`config.mk`:
```
export PLATFORM = sky130hd
export DESIGN_NAME = header_name_classify_hash_top
export DESIGN_NICKNAME = d
export VERILOG_FILES = /design/src/hw/rtl/hncls_pkg.sv /design/src/hw/rtl/hncls_match.sv /design/src/hw/rtl/header_name_classify_hash_top.sv
export SDC_FILE = /design/constraint.sdc
export NUM_CORES = 1
export LEC_CHECK = 0
export ABC_CLOCK_PERIOD_IN_PS = 6650
export BUFFER_PORTS_ARGS = -buffer_cell sky130_fd_sc_hd__buf_2
export CAP_MARGIN = 20
export CORE_ASPECT_RATIO = 1.1
export CORE_MARGIN = 1
export CORE_UTILIZATION = 24
export CTS_BUF_LIST = sky130_fd_sc_hd__clkbuf_4
export DETAILED_ROUTE_END_ITERATION = 8
export GPL_ROUTABILITY_DRIVEN = 0
export PLACE_DENSITY = 0.37
export SETUP_SLACK_MARGIN = 0.1
export SLEW_MARGIN = 20
export SYNTH_ARGS = -nofsm -noshare
export SYNTH_HDL_FRONTEND = slang
export SYNTH_SLANG_ARGS = --single-unit
```
`constraint.sdc`:
```
create_clock -name clk -period 6.65 [get_ports clk]
set_input_delay 1.995 -clock clk [delete_from_list [all_inputs] [get_ports clk]]
set_output_delay 1.995 -clock clk [all_outputs]
set_load 0.05 [all_outputs]
```
`src/hw/rtl/hncls_pkg.sv`:
```
// ----------------------------------------------------------------------------
// Header name classifier package
// Constants and the table of well-known header names for the header name
// classifier and hash block.
// ----------------------------------------------------------------------------
package hncls_pkg;

  // Number of well-known names and the widest one in bytes.
  localparam int KnownNames = 31;
  localparam int NameSlot   = 24;

  // Field widths.
  localparam int ByteW  = 8;
  localparam int IdW    = 5;
  localparam int HashW  = 32;
  localparam int BucketW = 8;
  localparam int CountW = 6;
  localparam int PosW   = 5;

  // Packed result word: id, hash, bucket, length, zero filled to bytes.
  localparam int ResultBits = IdW + HashW + BucketW + CountW;
  localparam int ResultW    = ((ResultBits + 7) / 8) * 8;

  // Hash seed, length saturation value and bucket count.
  localparam logic [HashW-1:0]  HashSeed    = 32'd5381;
  localparam logic [CountW-1:0] CountMax    = 6'd63;
  localparam int                BucketCount = 256;

  // ASCII letter bounds and the bit that lowers a letter's case.
  localparam logic [ByteW-1:0] UpperA   = 8'h41;
  localparam logic [ByteW-1:0] UpperZ   = 8'h5A;
  localparam logic [ByteW-1:0] CaseBit  = 8'h20;

  // Name text, right aligned: the first character sits in the highest used byte.
  localparam logic [8*NameSlot-1:0] KnownText [KnownNames] = '{
    "host", "content-type", "content-length", "authorization", "cookie",
    "set-cookie", "accept", "accept-encoding", "accept-language",
    "user-agent", "connection", "upgrade", "cache-control", "origin",
    "referer", "sec-websocket-key", "sec-websocket-version",
    "sec-websocket-extensions", "sec-websocket-protocol",
    "transfer-encoding", "location", "if-modified-since", "if-none-match",
    "etag", "server", "date", "vary", "x-request-id", "x-forwarded-for",
    "x-real-ip", "content-encoding"
  };

  // Length of each name in bytes.
  localparam logic [CountW-1:0] KnownLen [KnownNames] = '{
    6'd4,  6'd12, 6'd14, 6'd13, 6'd6,  6'd10, 6'd6,  6'd15, 6'd15, 6'd10,
    6'd10, 6'd7,  6'd13, 6'd6,  6'd7,  6'd17, 6'd21, 6'd24, 6'd22, 6'd17,
    6'd8,  6'd17, 6'd13, 6'd4,  6'd6,  6'd4,  6'd4,  6'd12, 6'd15, 6'd9,
    6'd16
  };

  // Fold an ASCII upper-case letter to lower case; other bytes pass as they are.
  function automatic logic [ByteW-1:0] fold_case(input logic [ByteW-1:0] c);
    logic [ByteW-1:0] r;
    r = c;
    if (c >= UpperA && c <= UpperZ) begin
      r = c | CaseBit;
    end
    return r;
  endfunction

endpackage

```
`src/hw/rtl/hncls_match.sv`:
```
// ----------------------------------------------------------------------------
// Header name matcher
// Narrows the set of well-known names that still match the bytes seen so far
// and picks the matching name id once the name is complete.
// ----------------------------------------------------------------------------
module hncls_match
  import hncls_pkg::*;
(
  input  logic [KnownNames-1:0] mask,       // names still matching before this byte
  input  logic [CountW-1:0]     pos,        // position of this byte in the name
  input  logic [ByteW-1:0]      lower_byte, // byte after case folding
  input  logic [CountW-1:0]     count_next, // name length including this byte
  output logic [KnownNames-1:0] mask_next,
  output logic [IdW-1:0]        id
);

  // Each candidate survives only if the name is long enough and the byte agrees.
  always_comb begin
    logic [PosW-1:0]  offset;
    logic [ByteW-1:0] expect_char;
    mask_next = '0;
    for (int i = 0; i < KnownNames; i++) begin
      offset      = PosW'(KnownLen[i] - 6'd1 - pos);
      expect_char = KnownText[i][{offset, 3'b000} +: ByteW];
      mask_next[i] = mask[i] && (pos < KnownLen[i]) && (expect_char == lower_byte);
    end
  end

  // The lowest candidate whose length equals the count wins; none gives zero.
  always_comb begin
    id = '0;
    for (int i = KnownNames - 1; i >= 0; i--) begin
      if (mask_next[i] && KnownLen[i] == count_next) begin
        id = IdW'(i + 1);
      end
    end
  end

endmodule

```
`src/hw/rtl/header_name_classify_hash_top.sv`:
```
// ----------------------------------------------------------------------------
// Header name classifier and hash
// Recognizes well-known HTTP header names and computes a case-folded hash.
// ----------------------------------------------------------------------------
// Usage:
//   The slave side takes one name byte per request in s_tdata, with s_tlast
//   on the final byte of a name. Bytes A-Z are folded to lower case, then
//   feed a djb2 hash (seed 5381, times 33 plus byte), a length count that
//   saturates at 63, and a mask of the well-known names still matching.
//   One result request leaves the master side per name, after its last byte:
//   the name id (0 when unknown), the hash, the bucket and the length.
//   A last byte is held in the input register and then in the result
//   register, which raises m_tvalid.
//   One byte per cycle is taken while no final byte waits behind a stalled
//   result; the input register and the result register each hold one
//   request, and the state update is combinational logic between them.
//   When the receiver stalls, a waiting result holds and non-final bytes are
//   still taken; a final byte waits in the input register until the result
//   register frees, and s_tready drops behind it.
//   Reset empties both registers and returns the hash to 5381, the count to
//   zero and the name mask to all ones.
// ----------------------------------------------------------------------------
module header_name_classify_hash_top
  import hncls_pkg::*;
(
  input  logic               clk,
  input  logic               rst,
  input  logic               s_tvalid,
  output logic               s_tready,
  input  logic [ByteW-1:0]   s_tdata,  // [7:0] name_byte
  input  logic               s_tlast,  // last_byte
  output logic               m_tvalid,
  input  logic               m_tready,
  output logic [ResultW-1:0] m_tdata   // [4:0] header_id, [36:5] name_hash,
                                       // [44:37] bucket_index, [50:45] name_length
);

  // Input register.
  logic             in_valid;
  logic [ByteW-1:0] in_byte;
  logic             in_last;

  // Running name state.
  logic [HashW-1:0]      running_hash;
  logic [CountW-1:0]     byte_count;
  logic [KnownNames-1:0] candidate_mask;

  // Result register.
  logic [IdW-1:0]     out_id;
  logic [HashW-1:0]   out_hash;
  logic [BucketW-1:0] out_bucket;
  logic [CountW-1:0]  out_len;

  logic                  advance;
  logic [ByteW-1:0]      lower_byte;
  logic [HashW-1:0]      running_hash_next;
  logic [CountW-1:0]     byte_count_next;
  logic [KnownNames-1:0] candidate_mask_next;
  logic [IdW-1:0]        id_next;

  // A byte moves on unless it is final and the result register is still full.
  assign advance  = in_valid && (!in_last || !m_tvalid || m_tready);
  assign s_tready = !in_valid || advance;

  // Hash and length update for the byte in the input register.
  assign lower_byte        = fold_case(in_byte);
  assign running_hash_next = {running_hash[HashW-6:0], 5'b00000} + running_hash
                             + {{(HashW-ByteW){1'b0}}, lower_byte};
  assign byte_count_next   = (byte_count == CountMax) ? CountMax : byte_count + 6'd1;

  hncls_match u_match (
    .mask       (candidate_mask),
    .pos        (byte_count),
    .lower_byte (lower_byte),
    .count_next (byte_count_next),
    .mask_next  (candidate_mask_next),
    .id         (id_next)
  );

  // Input register load.
  always_ff @(posedge clk) begin
    if (rst) begin
      in_valid <= 1'b0;
    end else if (s_tready) begin
      in_valid <= s_tvalid;
    end
    if (s_tready && s_tvalid) begin
      in_byte <= s_tdata;
      in_last <= s_tlast;
    end
  end

  // Name state: updated per byte, cleared after the final byte.
  always_ff @(posedge clk) begin
    if (rst) begin
      running_hash   <= HashSeed;
      byte_count     <= '0;
      candidate_mask <= '1;
    end else if (advance) begin
      if (in_last) begin
        running_hash   <= HashSeed;
        byte_count     <= '0;
        candidate_mask <= '1;
      end else begin
        running_hash   <= running_hash_next;
        byte_count     <= byte_count_next;
        candidate_mask <= candidate_mask_next;
      end
    end
  end

  // Result register.
  always_ff @(posedge clk) begin
    if (rst) begin
      m_tvalid <= 1'b0;
    end else if (advance && in_last) begin
      m_tvalid <= 1'b1;
    end else if (m_tready) begin
      m_tvalid <= 1'b0;
    end
    if (advance && in_last) begin
      out_id     <= id_next;
      out_hash   <= running_hash_next;
      out_bucket <= BucketW'(running_hash_next % HashW'(BucketCount));
      out_len    <= byte_count_next;
    end
  end

  // Pack the result fields, lowest field first.
  assign m_tdata = {{(ResultW-ResultBits){1'b0}}, out_len, out_bucket, out_hash, out_id};

`ifndef SYNTH
  // A final byte that moves on always shows a result next cycle.
  a_result_follows: assert property (@(posedge clk) disable iff (rst)
    advance && in_last |=> m_tvalid)
    else $error("final byte did not produce a result");

  // State returns to its starting values after every name.
  a_state_cleared: assert property (@(posedge clk) disable iff (rst)
    advance && in_last |=> (running_hash == HashSeed && byte_count == '0 &&
                            candidate_mask == '1))
    else $error("name state not cleared after final byte");

  // A held input byte is only ever a final byte behind a stalled result.
  a_stall_cause: assert property (@(posedge clk) disable iff (rst)
    in_valid && !s_tready |-> in_last && m_tvalid && !m_tready)
    else $error("input stalled without a blocked result");

  // A result never reports an empty name.
  a_len_nonzero: assert property (@(posedge clk) disable iff (rst)
    m_tvalid |-> out_len != '0)
    else $error("result with zero length");

  // A known id always agrees with its name's length.
  a_id_len: assert property (@(posedge clk) disable iff (rst)
    m_tvalid && out_id != '0 |-> out_len == KnownLen[out_id - 5'd1])
    else $error("known id with wrong length");
`endif

endmodule
```
==> reports/results.ini, run 1 <==
[outcome]
status=finished, final reports clean

[routing]
viasPerCell=5.793
drt_iter0_markers=1543
wl_per_cell_um=26.34
wl_um=70330
firstDrtPassIters=7
detail-route-antenna-nets=0
vias=15470
drcViolationCount=0

[cells_and_area]
final_cells=2670
multi_input_area_um2=10570
n_fill_cell=6437
drive_gt1_share_pct=11.58
area_growth_pct=9.531
fin_nets=2005
seqCellArea_um2=2989

[worst_setup_path]
critPathLaunchType=flop
worstSetupEndpointType=flop
r2r_start=byte_count[1]$_SDFFE_PP0P_
slowest_delay_ps=560
cp.required_ps=7110
critPathLaunch=byte_count[1]$_SDFFE_PP0P_
crit_chain=inv_1, buf_4, ha_1, buf_4, ha_1, buf_4, nor2_1, a21boi_0, a21oi_1, xor2_1, or4_1, a2111oi_0, buf_4, a31oi_1, a311oi_1, o41ai_1, a31oi_1
rr_worst_depth=17
worstSetupPathType=flop to flop
crit_fanout=32
r2r-end=out_id[2]$_SDFFCE_PP0P_
cp.arrival_ps=5630
cp_slowest_cell=or4_1
crit_top_cell=buf_4
crit_path_end=out_id[2]$_SDFFCE_PP0P_
reg2reg_slack_ps=1470

[pwr]
vdd_drop_max_mv=0.1054
power_density_nw_per_um2=132.9
total_power_mw=2.098
p_leak_nw=5.958

[die]
initial_core_util_pct=24.43
fp.dieW_um=235.7
rows=93
io_pins=71
die_area_um2=61040
core_um2=59000
die_h_um=259.0

[global_routing]
first_global_vias=14510
antenna_found_initial=1
grt-busiest-layer=met2
met3_usage_pct=2.393
grt_pass1_wl_um=102300
grt-ovfl-total=0
grt_util_met2_pct=37.80
grtUsageMet1_pct=29.39
grt_max_degree=47
grtUsageTotal_pct=22.52

[hold_path]
worstHoldPathType=flop to flop

[yosys]
ys.flop_type=dfxtp_1
syn_area_um2=14410
yosys-top-cells-count=nand2_1 (173), nor2_1 (138), xnor2_1 (131)
synth_area_per_cell_um2=7.547
synthMuxAreaShare_pct=1.875
synth_warnings=0
yosysMostFrequentCell=nand2_1
synth_edf_count=52
synth-adder-area-share_pct=8.628
synth.distinct_cells=99
yosys.area_share.simple_pct=25.62
post_synth_xor_area_fraction_pct=10.02
synth-async-reset-ratio_pct=0
synth_top_cell_area_share_pct=10.83
yosys-top-cells-area=edfxtp_1 (11%), dfxtp_1 (9.9%), ha_1 (8.1%), xnor2_1 (8.0%), nand2_1 (4.5%)
ys_ff_latch=123
synth_cells=1910
synth_compound_area_share_pct=26.87
ys_seq_area_share_pct=20.69
yosysTopAreaCell=edfxtp_1
synth_top_family_by_area=compound AO/OA/AOI/OAI gates

[cts]
root_buffer=clkbuf_4
cts.path.max_buffers=2
clk_latency_ps=640
clock_sinks=123
post_cts_buffers=0
hold_buffers=0
cts_resized=0
htree_levels=4
cts.clk_slew.worst_paths_ps=160
cts_buffers=17
cts_tree=yes

[timing]
skew_ps=51.49
finalSetupTns_ps=0
slew_viol_final=0
setup_violations=0
min_period_ps=5177
fmax_mhz=193.2
grt_setup_unrepaired=no
max_slew.worst_pin.slew_ps=1269
final_hold_viol_count=0
relSlewSlack_pct=15.10
fin_crit_sh_pct=77.85

[placement]
dpl.hpwl_um=49790
io_buffers=65
dp.cells=2636

[job]
drv_cap=0

layout by cell type, fill, tap and decap left out, drive strengths merged, types with 41 or more instances in the layout:
master  count
dfxtp      71
ha         93
edfxtp     52
xnor2     134
o21ai     121
nand2     173
a21oi     117
a211oi     44
nor2b      41
nor2      139
buf       132
nor3       66
inv        41
nand3      80
registers in the layout, indices dropped and copies added (netlist names):
signal / count
byte_count: 6
in_valid: 1
running_hash: 32
out_hash: 32
m_tvalid: 1
in_byte: 8
out_id: 5
out_len: 6
in_last: 1
candidate_mask: 31
layout make-up:
type / count / share of cell area (%)
multi-input combinational: 1580 / 66.92
sequential: 123 / 18.93
tap: 760 / 6.023
timing repair buffer: 132 / 5.246
clock inverter: 15 / 1.046
inverter: 41 / 0.9907
clock buffer: 17 / 0.8084
antenna: 2 / 0.03170
per-stage QoR:
step / hold slack [ps] / utilization (%) / cell area [um2] / worst slack [ps]
2_1_floorplan: 429.2 / - / 14430 / 1790
3_3_place_gp: 444.8 / 26.24 / 15480 / 1706
3_5_place_dp: 447.6 / 26.24 / 15480 / 1599
4_1_cts: 464.9 / 26.74 / 15780 / 1544
5_1_grt: 486.6 / 26.76 / 15790 / 1206
6_report: 464.5 / 26.76 / 15790 / 1473
where the power goes:
part	internal (mW)	total (mW)	switching, mW
clock network	0.229	0.602	0.373
logic	0.205	0.643	0.438
registers	0.827	0.853	0.0259
worst max-delay path: cells and delay by family (launching register included):
kind | cells | cell delay [ps]
simple gates | 2 | 800
flops | 1 | 450
xor+xnor | 1 | 210
compound gates | 7 | 1720
buf+inv | 5 | 1240
fa+ha+maj | 2 | 570
worst min-delay path by stage:
stage,from,end,cells past startpoint,slack (ps)
after floorplan,candidate_mask[4]$_SDFFE_PP1P_,candidate_mask[4]$_SDFFE_PP1P_,2,430
after global placement,candidate_mask[4]$_SDFFE_PP1P_,candidate_mask[4]$_SDFFE_PP1P_,2,440
after detailed placement,running_hash[27]$_SDFFE_PP0P_,running_hash[27]$_SDFFE_PP0P_,2,450
after CTS,running_hash[27]$_SDFFE_PP0P_,running_hash[27]$_SDFFE_PP0P_,2,460
after global routing,running_hash[27]$_SDFFE_PP0P_,running_hash[27]$_SDFFE_PP0P_,2,490
final,running_hash[27]$_SDFFE_PP0P_,running_hash[27]$_SDFFE_PP0P_,2,460
layer usage:
metal,vias to the layer above,routed length (um)
met4,0,2721
met1,7599,30970
met5,-,0
met3,143,3917
li1,7071,-
met2,653,32710
cells by family after synthesis:
group | Yosys count
AO/OA/AOI/OAI | 575
other | 1
XOR/XNOR | 161
buffers and inverters | 211
AND/OR/NAND/NOR | 719
multiplexers | 23
flip-flops | 123
adder cells (fa/ha/maj) | 97
Power figures use the tool's default switching activity.
==> run 2, diff against run 1 <==
--- a/config.mk
+++ b/config.mk
@@ -5,7 +5,7 @@
 export SDC_FILE = /design/constraint.sdc
 export NUM_CORES = 1
 export LEC_CHECK = 0
-export ABC_CLOCK_PERIOD_IN_PS = 6650
+export ABC_CLOCK_PERIOD_IN_PS = 4500
 export BUFFER_PORTS_ARGS = -buffer_cell sky130_fd_sc_hd__buf_2
 export CAP_MARGIN = 20
 export CORE_ASPECT_RATIO = 1.1
@@ -14,7 +14,7 @@
 export CTS_BUF_LIST = sky130_fd_sc_hd__clkbuf_4
 export DETAILED_ROUTE_END_ITERATION = 8
 export GPL_ROUTABILITY_DRIVEN = 0
-export PLACE_DENSITY = 0.37
+export PLACE_DENSITY = 0.38
 export SETUP_SLACK_MARGIN = 0.1
 export SLEW_MARGIN = 20
 export SYNTH_ARGS = -nofsm -noshare
==> constraint.sdc (replaced) <==
create_clock -name clk -period 4.5 [get_ports clk]
set_input_delay 1.35 -clock clk [delete_from_list [all_inputs] [get_ports clk]]
set_output_delay 1.35 -clock clk [all_outputs]
set_load 0.05 [all_outputs]
==> run 2 against run 1 <==
Compared with the run above:
- global-route usage about the same
- cell count increased by 3.3%
- sequential cell count is the same
- sequential power grew 48%
- die area did not move
- utilization rose by 1.5 points
- cell area up 5.5%
- count of clock-buffer cells in the layout grew 1
- combinational power is 54% higher
- power is 56% higher
- largest cell class unchanged
==> reports/results.ini, run 2 (synthesis gave the netlist of run 1 again) <==
[pwr]
power_density_nw_per_um2=196.2
pwr-share-clk_pct=31.2
total_power_mw=3.269
swShare_pct=36.89
p_comb_share_pct=30.2
p_switching_mw=1.206
internal-power_mw=2.063
p_leak_nw=6.443
pwr-share-seq_pct=38.6
vdd_drop_max_mv=0.1278

[timing]
finalSetupTns_ps=0
final_hold_viol_count=0
setup_slack_ps=219.6
fmax_mhz=233.6
setup_violations=0
min_period_ps=4280
relSlewSlack_pct=32.99
skew_ps=36.17
fin_crit_sh_pct=95.12
slew_viol_final=0
max_slew.worst_pin.slew_ps=1001
grt_setup_unrepaired=yes

[outcome]
status=finished, final reports clean

[global_routing]
antenna_found_initial=2
first_global_vias=14970
grtUsageTotal_pct=22.49
grt-ovfl-total=0
grt_max_degree=78
grt_pass1_wl_um=102400

[cts]
htree_levels=4
cts.clk_slew.worst_paths_ps=130
cts_buffers=17
root_buffer=clkbuf_4
clk_latency_ps=640
cts_tree=yes
cts.path.max_buffers=2
clock_sinks=123
hold_buffers=0

[worst_setup_path]
slowest_delay_ps=440
r2r_start=in_byte[2]$_DFFE_PP_
critPathLaunchType=flop
cp_slowest_cell=fa_1
worstSetupEndpointType=flop
worstSetupPathType=flop to flop
cp.required_ps=5040
reg2reg_slack_ps=220
rr_worst_depth=16
crit_chain=or3_4, o22ai_4, nor2_4, fa_1, ha_1, o21ai_1, o21ai_1, a211oi_2, o2bb2ai_2, a311o_1, a21bo_1, a31o_2, a21oi_2, xnor2_1, or3b_1, a31oi_1
crit_top_cell=o21ai_1
crit_fanout=3
critPathLaunch=in_byte[2]$_DFFE_PP_
cp.arrival_ps=4820

[routing]
drcViolationCount=0
vias=15750
detail-route-antenna-nets=0
firstDrtPassIters=6
wl_um=70140
drt_iter0_markers=1477
wl_per_cell_um=25.42
viasPerCell=5.707

[cells_and_area]
area_growth_pct=15.58
final_cells=2759
n_fill_cell=6447
drive_gt1_share_pct=16.18
layout_commonest_cell=nand2_1
fin_nets=2093
layout_common_cells=nand2_1 (172), buf_4 (147), nor2_1 (136), xnor2_1 (131), o21ai_0 (114)
reg_top3=out_hash: 32 flops, running_hash: 32 flops, candidate_mask: 31 flops

[hold_path]
min_from=running_hash[27]$_SDFFE_PP0P_
min_path_cells=2
worstHoldPathType=flop to flop

[placement]
io_buffers=65
dpl.hpwl_um=51780
pre_cts_ws_ps=84.52
dp.cells=2722

[die]
fp.dieW_um=235.7
rows=93
die_area_um2=61040
die_h_um=259.0
io_pins=71
core_um2=59000
initial_core_util_pct=24.43

[job]
drv_cap=0

[run 2: cell count changes in the layout (fill, tap and decap cells not counted), moves of 3 or more]
| cell | before | now |
|---|---|---|
| ha_1 | 93 | 88 |
| buf_4 | 67 | 147 |
| ha_2 | 0 | 5 |
| buf_12 | 0 | 6 |
| bufinv_16 | 2 | 5 |
| clkinv_4 | 4 | 1 |
[run 2: cell type report]
class                           count  area (um2)  share of cell area, %
Multi-Input combinational cell   1580       10630                  63.82
Sequential cell                   123        2988                  17.93
Timing Repair Buffer              220        1572                  9.433
Tap cell                          760       950.9                  5.708
Clock inverter                     14       215.2                  1.292
Inverter                           41       160.2                 0.9613
Clock buffer                       18       135.1                 0.8111
Antenna cell                        3       7.507                0.04506
[run 2: worst paths after layout]
| kind | end |
|---|---|
| setup reg to reg | running_hash[31]$_SDFFE_PP0P_ |
| hold reg to reg | running_hash[27]$_SDFFE_PP0P_ |
| hold / removal | running_hash[27]$_SDFFE_PP0P_ |
| setup / recovery | running_hash[31]$_SDFFE_PP0P_ |
[run 2: per-stage QoR]
step	utilization (%)	hold WS, ps	cell area [um2]
floorplan	-	429.2	14450
global placement	27.48	442.4	16210
detailed placement	27.48	450.3	16210
CTS	28.11	471.6	16580
global route	28.23	500.2	16650
finish	28.24	468.2	16660
[run 2: power by group through the flow]
stage	Sequential (mW)	Clock, mW	Combinational, mW
floorplan	1.32	0	0.605
global placement	1.29	0	0.967
detailed placement	1.29	0	0.968
CTS	1.26	1.05	0.974
global route	1.27	1.09	1.06
finish	1.26	1.02	0.989
[run 2: repair_timing]
item                                    CTS  global route
endpoints found under the setup margin    4            11
gates resized for setup                   1            18
pin swaps                                 1             3
buffers inserted                          2             0
[run 2: per-layer routing]
layer	share of wire (%)	vias up	GRT usage, %
li1	-	7257	-
met3	5.9	152	2.903
met2	47	664	37.95
met5	0	-	0
met1	43	7672	28.34
met4	4.6	0	10.69
[run 2: critical path, delay by kind of cell, from the launching register on]
kind	cells	cell delay, ps
compound gates	10	2140
xor+xnor	1	90
fa+ha+maj	2	750
simple gates	3	830
flops	1	400
==> run 3, diff against run 2 <==
--- a/config.mk
+++ b/config.mk
@@ -15,6 +15,7 @@
 export DETAILED_ROUTE_END_ITERATION = 8
 export GPL_ROUTABILITY_DRIVEN = 0
 export PLACE_DENSITY = 0.38
+export RECOVER_POWER = 25
 export SETUP_SLACK_MARGIN = 0.1
 export SLEW_MARGIN = 20
 export SYNTH_ARGS = -nofsm -noshare
==> run 3 against run 2 <==
Compared with the run above:
- the flow now finishes with violations (capacitance limit, slew limit)
- critical path depth is 4 lower
- clock skew hardly changed
- clock power hardly changed
- critical endpoint is now out_id[1]$_SDFFCE_PP0P_
- largest cell class unchanged
- highest routed layer unchanged
==> reports/results.ini, run 3 (synthesis gave the netlist of run 1 again) <==
[outcome]
status=finished with violations
violations=capacitance limit, slew limit

[worst_setup_path]
cp.arrival_ps=4660
cp.required_ps=4870
critPathLaunchType=flop
crit_fanout=35
worstSetupPathType=flop to flop
worstSetupEndpointType=flop

[cts]
clock_sinks=123
hold_buffers=0
cts_tree=yes
htree_levels=4
root_buffer=clkbuf_4
cts.path.max_buffers=2
cts_buffers=17
cts.clk_slew.worst_paths_ps=140
clk_latency_ps=640

[pwr]
internal-power_mw=2.060
p_switching_mw=1.203
swShare_pct=36.88
p_comb_share_pct=30.1
power_density_nw_per_um2=196.5
vdd_drop_max_mv=0.1286
pwr-share-clk_pct=31.2
total_power_mw=3.263
pwr-share-seq_pct=38.7
p_leak_nw=6.403

[routing]
viasPerCell=5.734
vias=15820
detail-route-antenna-nets=0
wl_per_cell_um=25.40
firstDrtPassIters=8
wl_um=70070
drcViolationCount=0
drt_iter0_markers=1430

[global_routing]
grt-ovfl-total=0
grtUsageTotal_pct=22.49
antenna_found_initial=2
first_global_vias=14970
grt_max_degree=78
grt_pass1_wl_um=102400

[die]
rows=93
initial_core_util_pct=24.43
die_h_um=259.0
die_area_um2=61040
io_pins=71
core_um2=59000
fp.dieW_um=235.7

[timing]
max_slew.worst_pin.slew_ps=2491
relSlewSlack_pct=-66.07
final_hold_viol_count=0
grt_setup_unrepaired=yes
finalSetupTns_ps=0
skew_ps=36.57
setup_violations=0
fin_crit_sh_pct=95.38
fmax_mhz=233.0
min_period_ps=4292
slew_viol_final=45

[cells_and_area]
area_growth_pct=15.22
n_fill_cell=6459
layout_commonest_cell=nand2_1
fin_nets=2093
drive_gt1_share_pct=15.63
layout_common_cells=nand2_1 (173), buf_4 (140), nor2_1 (136), xnor2_1 (131), o21ai_0 (114)
reg_top3=out_hash: 32 flops, running_hash: 32 flops, candidate_mask: 31 flops

[placement]
dpl.hpwl_um=51780
io_buffers=65

[job]
drv_cap=1

[hold_path]
worstHoldPathType=flop to flop

==> run 3: power groups by stage <==
stage               clock, mW  combinational (mW)  sequential, mW
floorplan                   0               0.605            1.32
global placement            0               0.967            1.29
detailed placement          0               0.968            1.29
CTS                      1.05               0.974            1.26
global route             1.09                1.05            1.27
finish                   1.02               0.983            1.26
==> run 3: worst paths after layout <==
kind / start / end / slack, ps / cells past startpoint
max: byte_count[0]$_SDFFE_PP0P_ / out_id[1]$_SDFFCE_PP0P_ / 210 / 12
max reg2reg: byte_count[0]$_SDFFE_PP0P_ / out_id[1]$_SDFFCE_PP0P_ / 210 / 12
min: running_hash[27]$_SDFFE_PP0P_ / running_hash[27]$_SDFFE_PP0P_ / 470 / 2
min reg2reg: running_hash[27]$_SDFFE_PP0P_ / running_hash[27]$_SDFFE_PP0P_ / 470 / 2
==> run 3: area by class of cell <==
| class | instances | area, um2 | share of cell area, % |
|---|---|---|---|
| sequential | 123 | 2987 | 17.98 |
| clock buffer | 18 | 135.1 | 0.8137 |
| inverter | 41 | 160.2 | 0.9644 |
| timing repair buffer | 220 | 1528 | 9.199 |
| tap | 760 | 950.9 | 5.726 |
| multi-input combinational | 1580 | 10620 | 63.97 |
| antenna | 3 | 7.507 | 0.04520 |
| clock inverter | 14 | 215.2 | 1.296 |
==> run 3: metrics by stage <==
step | setup WS [ps] | util [%] | cell area [um2] | std cells | hold slack, ps
5_1_grt | 32.54 | 28.14 | 16600 | 2757 | 500.2
3_5_place_dp | 84.52 | 27.48 | 16210 | 2722 | 450.3
4_1_cts | 99.11 | 28.11 | 16580 | 2756 | 471.6
3_3_place_gp | 102.6 | 27.48 | 16210 | 2722 | 442.4
6_report | 208.0 | 28.15 | 16610 | 2759 | 467.5
2_1_floorplan | 66.29 | - | 14450 | 1914 | 429.2
==> run 3: repair_timing <==
item	CTS	global route
pin swaps	1	3
cloned	0	0
setup buffers	2	0
gates resized for setup	1	18
setup endpoints to repair	4	11
==> run 3: routing by layer <==
metal | routed length, um | global-route usage, % | up-vias | share of wire, %
li1 | - | - | 7249 | -
met1 | 29730 | 28.34 | 7724 | 42
met2 | 32860 | 37.95 | 685 | 47
met3 | 4191 | 2.903 | 162 | 6.0
met4 | 3291 | 10.69 | 0 | 4.7
met5 | 0 | 0 | - | 0
==> run 3: worst max-delay path, stage by stage (launching register included) <==
cell and delay, ps:
dfxtp_1 390, buf_4 440, ha_1 280, clkinv_1 520, nand2_1 320, o311ai_0 200
xnor2_1 230, a31oi_1 150, or4_1 630, o21a_1 260, a211oi_1 220, o31ai_1 100
a211o_1 270
